File: src/design/hsv_pkg.sv
// Shared types and constants for the HSV to RGB converter.
// Used by hsv_front, hsv_queue, hsv_back and the top level; no dependencies.
`timescale 1ns / 1ps

package hsv_pkg;

    // Input field widths
    localparam int HUE_W = 9;
    localparam int PCT_W = 7;
    localparam int CH_W  = 8;

    // Hue sector codes (hexcone sides of 60 degrees)
    localparam logic [2:0] SEC_0 = 3'd0;
    localparam logic [2:0] SEC_1 = 3'd1;
    localparam logic [2:0] SEC_2 = 3'd2;
    localparam logic [2:0] SEC_3 = 3'd3;
    localparam logic [2:0] SEC_4 = 3'd4;
    localparam logic [2:0] SEC_5 = 3'd5;

    // Full hue wrap and percent ceiling
    localparam logic [HUE_W-1:0] HUE_WRAP = 9'd360;
    localparam logic [PCT_W-1:0] PCT_MAX  = 7'd100;

    // Weight of a full channel: 100 percent times 60 degrees
    localparam logic [12:0] K_FULL = 13'd6000;

    // Division by 600000 = 64 * 9375; 9375 by reciprocal multiply.
    // Exact for the 22-bit quotient input since M * (C*9375 - 2^36) < 2^36.
    localparam int          DIV_SHIFT = 6;
    localparam int          RECIP_K   = 36;
    localparam logic [22:0] RECIP_C   = 23'd7330078;

    // Queue between front and back
    localparam int Q_DEPTH = 2;
    localparam int Q_AW    = (Q_DEPTH > 1) ? $clog2(Q_DEPTH) : 1;
    localparam int Q_CW    = $clog2(Q_DEPTH + 1);

    // Classified item passed from front to back
    typedef struct packed {
        logic [2:0]       sector;
        logic [5:0]       rem;
        logic [PCT_W-1:0] sat;
        logic [PCT_W-1:0] val;
    } t_cls;

endpackage

File: src/design/hsv_front.sv
// Front stage: accepts an input item, wraps and splits the hue, clamps percents.
// Depends on hsv_pkg.
`timescale 1ns / 1ps

module hsv_front (
    input  logic                      i_clk,
    input  logic                      i_rst_n,
    input  logic                      i_valid,
    output logic                      o_stall,
    input  logic [hsv_pkg::HUE_W-1:0] i_hue,
    input  logic [hsv_pkg::PCT_W-1:0] i_saturation,
    input  logic [hsv_pkg::PCT_W-1:0] i_brightness,
    output logic                      o_push,
    output hsv_pkg::t_cls             o_cls,
    input  logic                      i_full
);

    logic                      r_fv;
    logic                      n_fv;
    hsv_pkg::t_cls             r_cls;
    hsv_pkg::t_cls             n_cls;
    logic [hsv_pkg::HUE_W-1:0] w_hue;
    logic                      w_take;

    // Hold the item while the queue is full
    assign o_stall = r_fv && i_full;
    assign o_push  = r_fv && !i_full;
    assign w_take  = i_valid && !o_stall;
    assign o_cls   = r_cls;

    // Wrap hue once, find sector and remainder, clamp percents
    always_comb begin
        w_hue = (i_hue >= hsv_pkg::HUE_WRAP) ? (i_hue - hsv_pkg::HUE_WRAP) : i_hue;
        if (w_hue >= 9'd300) begin
            n_cls.sector = hsv_pkg::SEC_5;
            n_cls.rem    = 6'(w_hue - 9'd300);
        end else if (w_hue >= 9'd240) begin
            n_cls.sector = hsv_pkg::SEC_4;
            n_cls.rem    = 6'(w_hue - 9'd240);
        end else if (w_hue >= 9'd180) begin
            n_cls.sector = hsv_pkg::SEC_3;
            n_cls.rem    = 6'(w_hue - 9'd180);
        end else if (w_hue >= 9'd120) begin
            n_cls.sector = hsv_pkg::SEC_2;
            n_cls.rem    = 6'(w_hue - 9'd120);
        end else if (w_hue >= 9'd60) begin
            n_cls.sector = hsv_pkg::SEC_1;
            n_cls.rem    = 6'(w_hue - 9'd60);
        end else begin
            n_cls.sector = hsv_pkg::SEC_0;
            n_cls.rem    = 6'(w_hue);
        end
        n_cls.sat = (i_saturation > hsv_pkg::PCT_MAX) ? hsv_pkg::PCT_MAX : i_saturation;
        n_cls.val = (i_brightness > hsv_pkg::PCT_MAX) ? hsv_pkg::PCT_MAX : i_brightness;
    end

    // Occupancy: fill on accept, drain on push
    always_comb begin
        n_fv = r_fv;
        if (w_take) begin
            n_fv = 1'b1;
        end else if (o_push) begin
            n_fv = 1'b0;
        end
    end

    always_ff @(posedge i_clk) begin
        if (!i_rst_n) begin
            r_fv <= 1'b0;
        end else begin
            r_fv <= n_fv;
        end
    end

    // Capture payload on accept
    always_ff @(posedge i_clk) begin
        if (w_take) begin
            r_cls <= n_cls;
        end
    end

endmodule

File: src/design/hsv_queue.sv
// Short FIFO of classified items between front and back.
// Depends on hsv_pkg.
`timescale 1ns / 1ps

module hsv_queue (
    input  logic          i_clk,
    input  logic          i_rst_n,
    input  logic          i_push,
    input  hsv_pkg::t_cls i_cls,
    input  logic          i_pop,
    output hsv_pkg::t_cls o_cls,
    output logic          o_full,
    output logic          o_empty
);

    hsv_pkg::t_cls            r_mem [hsv_pkg::Q_DEPTH];
    logic [hsv_pkg::Q_AW-1:0] r_wp;
    logic [hsv_pkg::Q_AW-1:0] r_rp;
    logic [hsv_pkg::Q_CW-1:0] r_cnt;
    logic [hsv_pkg::Q_AW-1:0] n_wp;
    logic [hsv_pkg::Q_AW-1:0] n_rp;
    logic [hsv_pkg::Q_CW-1:0] n_cnt;

    localparam logic [hsv_pkg::Q_AW-1:0] LAST = hsv_pkg::Q_AW'(hsv_pkg::Q_DEPTH - 1);
    localparam logic [hsv_pkg::Q_CW-1:0] FULL = hsv_pkg::Q_CW'(hsv_pkg::Q_DEPTH);

    assign o_full  = (r_cnt == FULL);
    assign o_empty = (r_cnt == '0);
    assign o_cls   = r_mem[r_rp];

    // Advance pointers and count
    always_comb begin
        n_wp  = r_wp;
        n_rp  = r_rp;
        n_cnt = r_cnt;
        if (i_push) begin
            n_wp = (r_wp == LAST) ? '0 : r_wp + 1'b1;
        end
        if (i_pop) begin
            n_rp = (r_rp == LAST) ? '0 : r_rp + 1'b1;
        end
        if (i_push && !i_pop) begin
            n_cnt = r_cnt + 1'b1;
        end else if (i_pop && !i_push) begin
            n_cnt = r_cnt - 1'b1;
        end
    end

    always_ff @(posedge i_clk) begin
        if (!i_rst_n) begin
            r_wp  <= '0;
            r_rp  <= '0;
            r_cnt <= '0;
        end else begin
            r_wp  <= n_wp;
            r_rp  <= n_rp;
            r_cnt <= n_cnt;
        end
    end

    // Store pushed item
    always_ff @(posedge i_clk) begin
        if (i_push) begin
            r_mem[r_wp] <= i_cls;
        end
    end

    // Queue never overflows or underflows, and count stays in range
    a_no_overflow: assert property (@(posedge i_clk) disable iff (!i_rst_n)
        i_push && !i_pop |-> !o_full)
        else $error("queue push while full");
    a_no_underflow: assert property (@(posedge i_clk) disable iff (!i_rst_n)
        i_pop |-> !o_empty)
        else $error("queue pop while empty");
    a_cnt_range: assert property (@(posedge i_clk) disable iff (!i_rst_n)
        r_cnt <= FULL)
        else $error("queue count out of range");

endmodule

File: src/design/hsv_back.sv
// Back pipeline: per-channel weights, scale by v*255, divide by 600000.
// Depends on hsv_pkg.
`timescale 1ns / 1ps

module hsv_back (
    input  logic                     i_clk,
    input  logic                     i_rst_n,
    input  logic                     i_valid,
    input  hsv_pkg::t_cls            i_cls,
    output logic                     o_pop,
    output logic                     o_valid,
    input  logic                     i_stall,
    output logic [hsv_pkg::CH_W-1:0] o_red,
    output logic [hsv_pkg::CH_W-1:0] o_green,
    output logic [hsv_pkg::CH_W-1:0] o_blue
);

    // Stage valids
    logic        r_v1, r_v2, r_v3, r_v4;
    logic        w_en;

    // Stage 1: partial weights
    logic [2:0]  r_sec1;
    logic [12:0] r_sr1;
    logic [12:0] r_bk1;
    logic [14:0] r_vv1;

    // Stage 2: channel weights
    logic [12:0] r_k2 [3];
    logic [12:0] n_k2 [3];
    logic [14:0] r_vv2;
    logic [12:0] w_up;
    logic [12:0] w_dn;

    // Stage 3: scaled numerators over 64
    logic [21:0] r_m3 [3];
    logic [27:0] w_n3 [3];

    // Stage 4: reciprocal products
    logic [44:0] r_p4 [3];

    // Move the whole pipe unless the result is held
    assign w_en    = !(r_v4 && i_stall);
    assign o_pop   = w_en && i_valid;
    assign o_valid = r_v4;

    always_ff @(posedge i_clk) begin
        if (!i_rst_n) begin
            r_v1 <= 1'b0;
            r_v2 <= 1'b0;
            r_v3 <= 1'b0;
            r_v4 <= 1'b0;
        end else if (w_en) begin
            r_v1 <= i_valid;
            r_v2 <= r_v1;
            r_v3 <= r_v2;
            r_v4 <= r_v3;
        end
    end

    // Pick weight per channel by hexcone side
    always_comb begin
        w_up = r_bk1 + r_sr1;
        w_dn = hsv_pkg::K_FULL - r_sr1;
        unique case (r_sec1)
            hsv_pkg::SEC_0: begin
                n_k2[0] = hsv_pkg::K_FULL; n_k2[1] = w_up;           n_k2[2] = r_bk1;
            end
            hsv_pkg::SEC_1: begin
                n_k2[0] = w_dn;           n_k2[1] = hsv_pkg::K_FULL; n_k2[2] = r_bk1;
            end
            hsv_pkg::SEC_2: begin
                n_k2[0] = r_bk1;          n_k2[1] = hsv_pkg::K_FULL; n_k2[2] = w_up;
            end
            hsv_pkg::SEC_3: begin
                n_k2[0] = r_bk1;          n_k2[1] = w_dn;           n_k2[2] = hsv_pkg::K_FULL;
            end
            hsv_pkg::SEC_4: begin
                n_k2[0] = w_up;           n_k2[1] = r_bk1;          n_k2[2] = hsv_pkg::K_FULL;
            end
            default: begin
                n_k2[0] = hsv_pkg::K_FULL; n_k2[1] = r_bk1;          n_k2[2] = w_dn;
            end
        endcase
    end

    // Scale each weight by v*255
    always_comb begin
        for (int i = 0; i < 3; i++) begin
            w_n3[i] = 28'(r_vv2) * 28'(r_k2[i]);
        end
    end

    // Payload registers advance with the pipe
    always_ff @(posedge i_clk) begin
        if (w_en) begin
            r_sec1 <= i_cls.sector;
            r_sr1  <= 13'(i_cls.rem) * 13'(i_cls.sat);
            r_bk1  <= 13'(hsv_pkg::PCT_MAX - i_cls.sat) * 13'd60;
            r_vv1  <= 15'(i_cls.val) * 15'd255;
            r_vv2  <= r_vv1;
            for (int i = 0; i < 3; i++) begin
                r_k2[i] <= n_k2[i];
                r_m3[i] <= w_n3[i][27:hsv_pkg::DIV_SHIFT];
                r_p4[i] <= 45'(r_m3[i]) * 45'(hsv_pkg::RECIP_C);
            end
        end
    end

    assign o_red   = r_p4[0][hsv_pkg::RECIP_K+hsv_pkg::CH_W-1:hsv_pkg::RECIP_K];
    assign o_green = r_p4[1][hsv_pkg::RECIP_K+hsv_pkg::CH_W-1:hsv_pkg::RECIP_K];
    assign o_blue  = r_p4[2][hsv_pkg::RECIP_K+hsv_pkg::CH_W-1:hsv_pkg::RECIP_K];

    // Weights never exceed a full channel; a held result keeps the pipe frozen
    a_k_range: assert property (@(posedge i_clk) disable iff (!i_rst_n)
        r_v2 |-> (r_k2[0] <= hsv_pkg::K_FULL) && (r_k2[1] <= hsv_pkg::K_FULL)
                 && (r_k2[2] <= hsv_pkg::K_FULL))
        else $error("channel weight out of range");
    a_quot_top: assert property (@(posedge i_clk) disable iff (!i_rst_n)
        r_v4 |-> (r_p4[0][44] == 1'b0) && (r_p4[1][44] == 1'b0) && (r_p4[2][44] == 1'b0))
        else $error("quotient overflow");
    a_frozen: assert property (@(posedge i_clk) disable iff (!i_rst_n)
        r_v4 && i_stall |=> r_v4 && $stable(r_v3) && !$past(o_pop))
        else $error("pipe moved while result held");

endmodule

File: src/design/hsv_to_rgb_converter.sv
// Top level of the HSV to RGB converter: front, queue and back pipeline.
// Depends on hsv_pkg, hsv_front, hsv_queue, hsv_back.
//
//  channel  | valid    | stall    | payload
//  ---------+----------+----------+-------------------------------------------
//  input    | i_valid  | o_stall  | i_hue[8:0], i_saturation[6:0], i_brightness[6:0]
//  output   | o_valid  | i_stall  | o_red[7:0], o_green[7:0], o_blue[7:0]
//
// One item per cycle sustained while i_stall is low. An accepted item loads the front
// register at the accepting edge, then passes the queue and four back stages
// before o_valid rises.
// Reset is synchronous and active low; no state survives an item.
// An output stall freezes the back pipe while a result is held; the two-entry
// queue and front register keep taking items until they fill, then o_stall rises.
`timescale 1ns / 1ps

module hsv_to_rgb_converter (
    input  logic                      i_clk,
    input  logic                      i_rst_n,
    input  logic                      i_valid,
    output logic                      o_stall,
    input  logic [hsv_pkg::HUE_W-1:0] i_hue,
    input  logic [hsv_pkg::PCT_W-1:0] i_saturation,
    input  logic [hsv_pkg::PCT_W-1:0] i_brightness,
    output logic                      o_valid,
    input  logic                      i_stall,
    output logic [hsv_pkg::CH_W-1:0]  o_red,
    output logic [hsv_pkg::CH_W-1:0]  o_green,
    output logic [hsv_pkg::CH_W-1:0]  o_blue
);

    logic          w_push;
    logic          w_pop;
    logic          w_full;
    logic          w_empty;
    hsv_pkg::t_cls w_fcls;
    hsv_pkg::t_cls w_qcls;

    // Accept and classify
    hsv_front u_front (
        .i_clk        (i_clk),
        .i_rst_n      (i_rst_n),
        .i_valid      (i_valid),
        .o_stall      (o_stall),
        .i_hue        (i_hue),
        .i_saturation (i_saturation),
        .i_brightness (i_brightness),
        .o_push       (w_push),
        .o_cls        (w_fcls),
        .i_full       (w_full)
    );

    // Decouple front from back
    hsv_queue u_queue (
        .i_clk   (i_clk),
        .i_rst_n (i_rst_n),
        .i_push  (w_push),
        .i_cls   (w_fcls),
        .i_pop   (w_pop),
        .o_cls   (w_qcls),
        .o_full  (w_full),
        .o_empty (w_empty)
    );

    // Compute channels
    hsv_back u_back (
        .i_clk   (i_clk),
        .i_rst_n (i_rst_n),
        .i_valid (!w_empty),
        .i_cls   (w_qcls),
        .o_pop   (w_pop),
        .o_valid (o_valid),
        .i_stall (i_stall),
        .o_red   (o_red),
        .o_green (o_green),
        .o_blue  (o_blue)
    );

endmodule
File: config.mk
export PLATFORM = sky130hd
export DESIGN_NAME = hsv_to_rgb_converter
export DESIGN_NICKNAME = d
export VERILOG_FILES = /design/src/design/hsv_pkg.sv /design/src/design/hsv_front.sv /design/src/design/hsv_queue.sv /design/src/design/hsv_back.sv /design/src/design/hsv_to_rgb_converter.sv
export SDC_FILE = /design/constraint.sdc
export NUM_CORES = 2
export LEC_CHECK = 0
export ABC_AREA = 1
export BUFFER_PORTS_ARGS = -buffer_cell sky130_fd_sc_hd__buf_4
export CORE_MARGIN = 5
export CORE_UTILIZATION = 55
export CTS_BUF_LIST = sky130_fd_sc_hd__clkbuf_4 sky130_fd_sc_hd__clkbuf_8 sky130_fd_sc_hd__clkbuf_16
export DETAILED_ROUTE_END_ITERATION = 12
export PLACE_DENSITY_LB_ADDON = 0.3
export RECOVER_POWER = 25
export SLEW_MARGIN = 20
export SYNTH_ARGS = -nofsm -noshare
export SYNTH_HDL_FRONTEND = slang
export SYNTH_HIERARCHICAL = 1
export SYNTH_SLANG_ARGS = --single-unit
File: constraint.sdc
create_clock -name i_clk -period 6.8 [get_ports i_clk]
set_input_delay 1.7 -clock i_clk [delete_from_list [all_inputs] [get_ports i_clk]]
set_output_delay 1.7 -clock i_clk [all_outputs]
set_load 0.005 [all_outputs]
==> results.toml <==
[synthesis]
synth.area.top_cells = "fa_1, ha_1, edfxtp_1, inv_1, nand2_1"
synth_area_leader_cell = "fa_1"
avgSynthCellArea_sq_um = 8.445
synth_area_sq_um = 60920
async_flop_share = 0
ys_top_cells_by_count = "inv_1, nand2_1, fa_1, ha_1, nor2_1"
synth.distinct_cells = 54
synth_top_area_frac = 0.3559
synth_most_common_cell = "inv_1"
yosysWarnings = 6
syn_nets = 9110
ys.flop_type = "edfxtp_1"
ys_ff_latch = 265
synth_cells = 7214
synth_edf_count = 255
synth-seq-area-share = 0.1290

[layout]
diodes = 0
multi_input_area_sq_um = 45120
final_nets = 9113
final_layout_size_suffix_gt1_frac = 0.03369
seq_area_sq_um = 7858
syn_to_final_growth_pct = 5.295
nFillCells = 10030

[global_routing]
grt_pass1_wl_mm = 250.5
grt_remaining_overflow = 0
grt_pass1_vias = 48200
antenna_found_initial = 0
grt_max_degree = 147
grt.total_usage = 0.2653

[floorplanning]
ios = 53
fp.coreArea_sq_um = 110400
die_h_microns = 342.8
die_area_sq_um = 117500
fp-row-count = 122
initial_core_util = 0.5520
die_x_microns = 342.8

[sta]
rsz0062_at_grt = "false"
min_period_over_period = 0.8833
setup_tns_ps = 0
finalHoldViolCount = 0
max_freq_ghz = 0.1665
finalSetupViolCount = 0
maxSlewHeadroom = -0.4986
skew_ps = 44.10
tightestPinTransition_ps = 2248
slew_violations = 45
layout_min_cycle_time_ps = 6006

[route]
dr.pass1.iters = 6
wl_per_cell_microns = 17.10
viasPerCell = 5.175
drc = 0
postRouteAntennaNets = 0
drtIter0Drc = 3112
num_vias = 45180
totalWireLength_mm = 149.3

[cts]
cts_root_buf = "clkbuf_16"
clk_path_buf_depth = 3
cts_tree = "built"
numCtsBuffers = 35
cts.clk_slew.worst_paths_ps = 60
cts_resized = 0
h-tree-depth = 2
cts_post_setup_buffers_inserted = 0
cts_num_sinks = 265
clk_latency_ps = 610
hold_buffers = 0

[setup_path]
crit_path_end_kind = "flip-flop"
cp-start-kind = "flip-flop"
crit_type = "reg -> reg"
critPathRequiredTime_ps = 7140
worstPathArrival_ps = 6340
reg2reg_from = "u_back/r_m3[0][31]"
cp-startpoint = "u_back/r_m3[0][31]"
path_max_fanout = 6

[placement]
dpl.hpwl_mm = 128.9
globalplace.congestion = 0.9790
io_buffers = 52

[flow_run]
maxCapViolCount = 1

[outcome]
status = "complete, but fails checks"
violations = "capacitance limit, slew limit"

[min_path]
hp-start = "u_back/r_vv1[1]"
holdCritPathClass = "reg -> reg"
-- critical path, stage by stage (launching register included) --
cell      delay, ps
edfxtp_1        540
inv_1           170
fa_1            640
inv_1            80
fa_1            480
fa_1            580
fa_1            430
fa_1            400
fa_1            520
inv_1            50
fa_1            500
inv_1            40
ha_1            300
nand2_1         110
nor2_1          250
nand2_1          90
nor2_1          210
nand3_1         180
nand4_1         130
nand2_1          60
-- per-layer routing --
layer	vias up	GRT usage	wire length [microns]
met1	22140	0.3748	67150
met5	-	0	0
met3	233	0.03134	8666
li1	21560	-	-
met2	1245	0.4398	69470
met4	0	0.06820	4038
-- registers in the layout, summed over array words and instances (netlist names), 2 cells and up, named ones only --
| name | count |
|---|---|
| u_back/r_p4 | 24 |
| u_back/r_vv2 | 15 |
| u_queue/r_mem | 46 |
| u_back/r_sec1 | 3 |
| u_back/r_k2 | 39 |
| u_back/r_bk1 | 11 |
| u_back/r_vv1 | 15 |
| u_queue/r_cnt | 2 |
| u_back/r_m3 | 66 |
| u_back/r_sr1 | 13 |
| u_front/o_cls | 23 |
-- kinds of logic (layout without fill, tap and decap cells) --
logic type | after synthesis | count (layout) | synth area share
flops | 265 | 265 | 0.1290
xor+xnor | 121 | 121 | 0.01740
compound gates | 407 | 407 | 0.03734
simple gates | 2436 | 2436 | 0.1645
buf+inv | 2092 | 2120 | 0.1300
mux | 24 | 24 | 0.004416
fa+ha+maj | 1869 | 1869 | 0.5173
-- worst paths after layout --
path | to | slack (ps) | depth (start not counted)
setup / recovery | u_back/r_p4[0][85] | 790 | 19
hold / removal | u_back/r_vv2[1] | 400 | 0
setup reg to reg | u_back/r_p4[0][85] | 790 | 19
hold reg to reg | u_back/r_vv2[1] | 400 | 0
-- layout by cell type (no fill, tap or decap), drive strengths merged, types with 74 or more instances in the layout --
cell,netlist,final
a21oi,235,235
buf,20,74
edfxtp,255,255
fa,1083,1083
ha,786,786
inv,1973,1974
nand2,1742,1742
nand3,188,188
nor2,388,388
o21ai,91,91
xor2,82,82
-- cell type report --
type,count,area share
clock inverters,21,0.004740
repair buffers,84,0.01034
well taps,1488,0.02902
flip-flops and latches,265,0.1225
inverters,1974,0.1156
clock buffers,41,0.01436
multi-input cells,4857,0.7034
-- stage by stage --
step | worst slack [ps] | cells | util | instance area, sq um | hold slack (ps)
floorplan | 1373 | 7214 | - | 60920 | 400.3
global placement | 918.8 | 8668 | 0.5708 | 63000 | 400.1
detailed placement | 844.7 | 8668 | 0.5708 | 63000 | 405.7
CTS | 832.1 | 8730 | 0.5819 | 64220 | 391.8
global route | 570.2 | 8730 | 0.5812 | 64150 | 415.0
finish | 793.7 | 8730 | 0.5812 | 64150 | 399.3
Power is not shown: default switching activity piles up to over one toggle a cycle in this logic, so the estimate is an artifact.
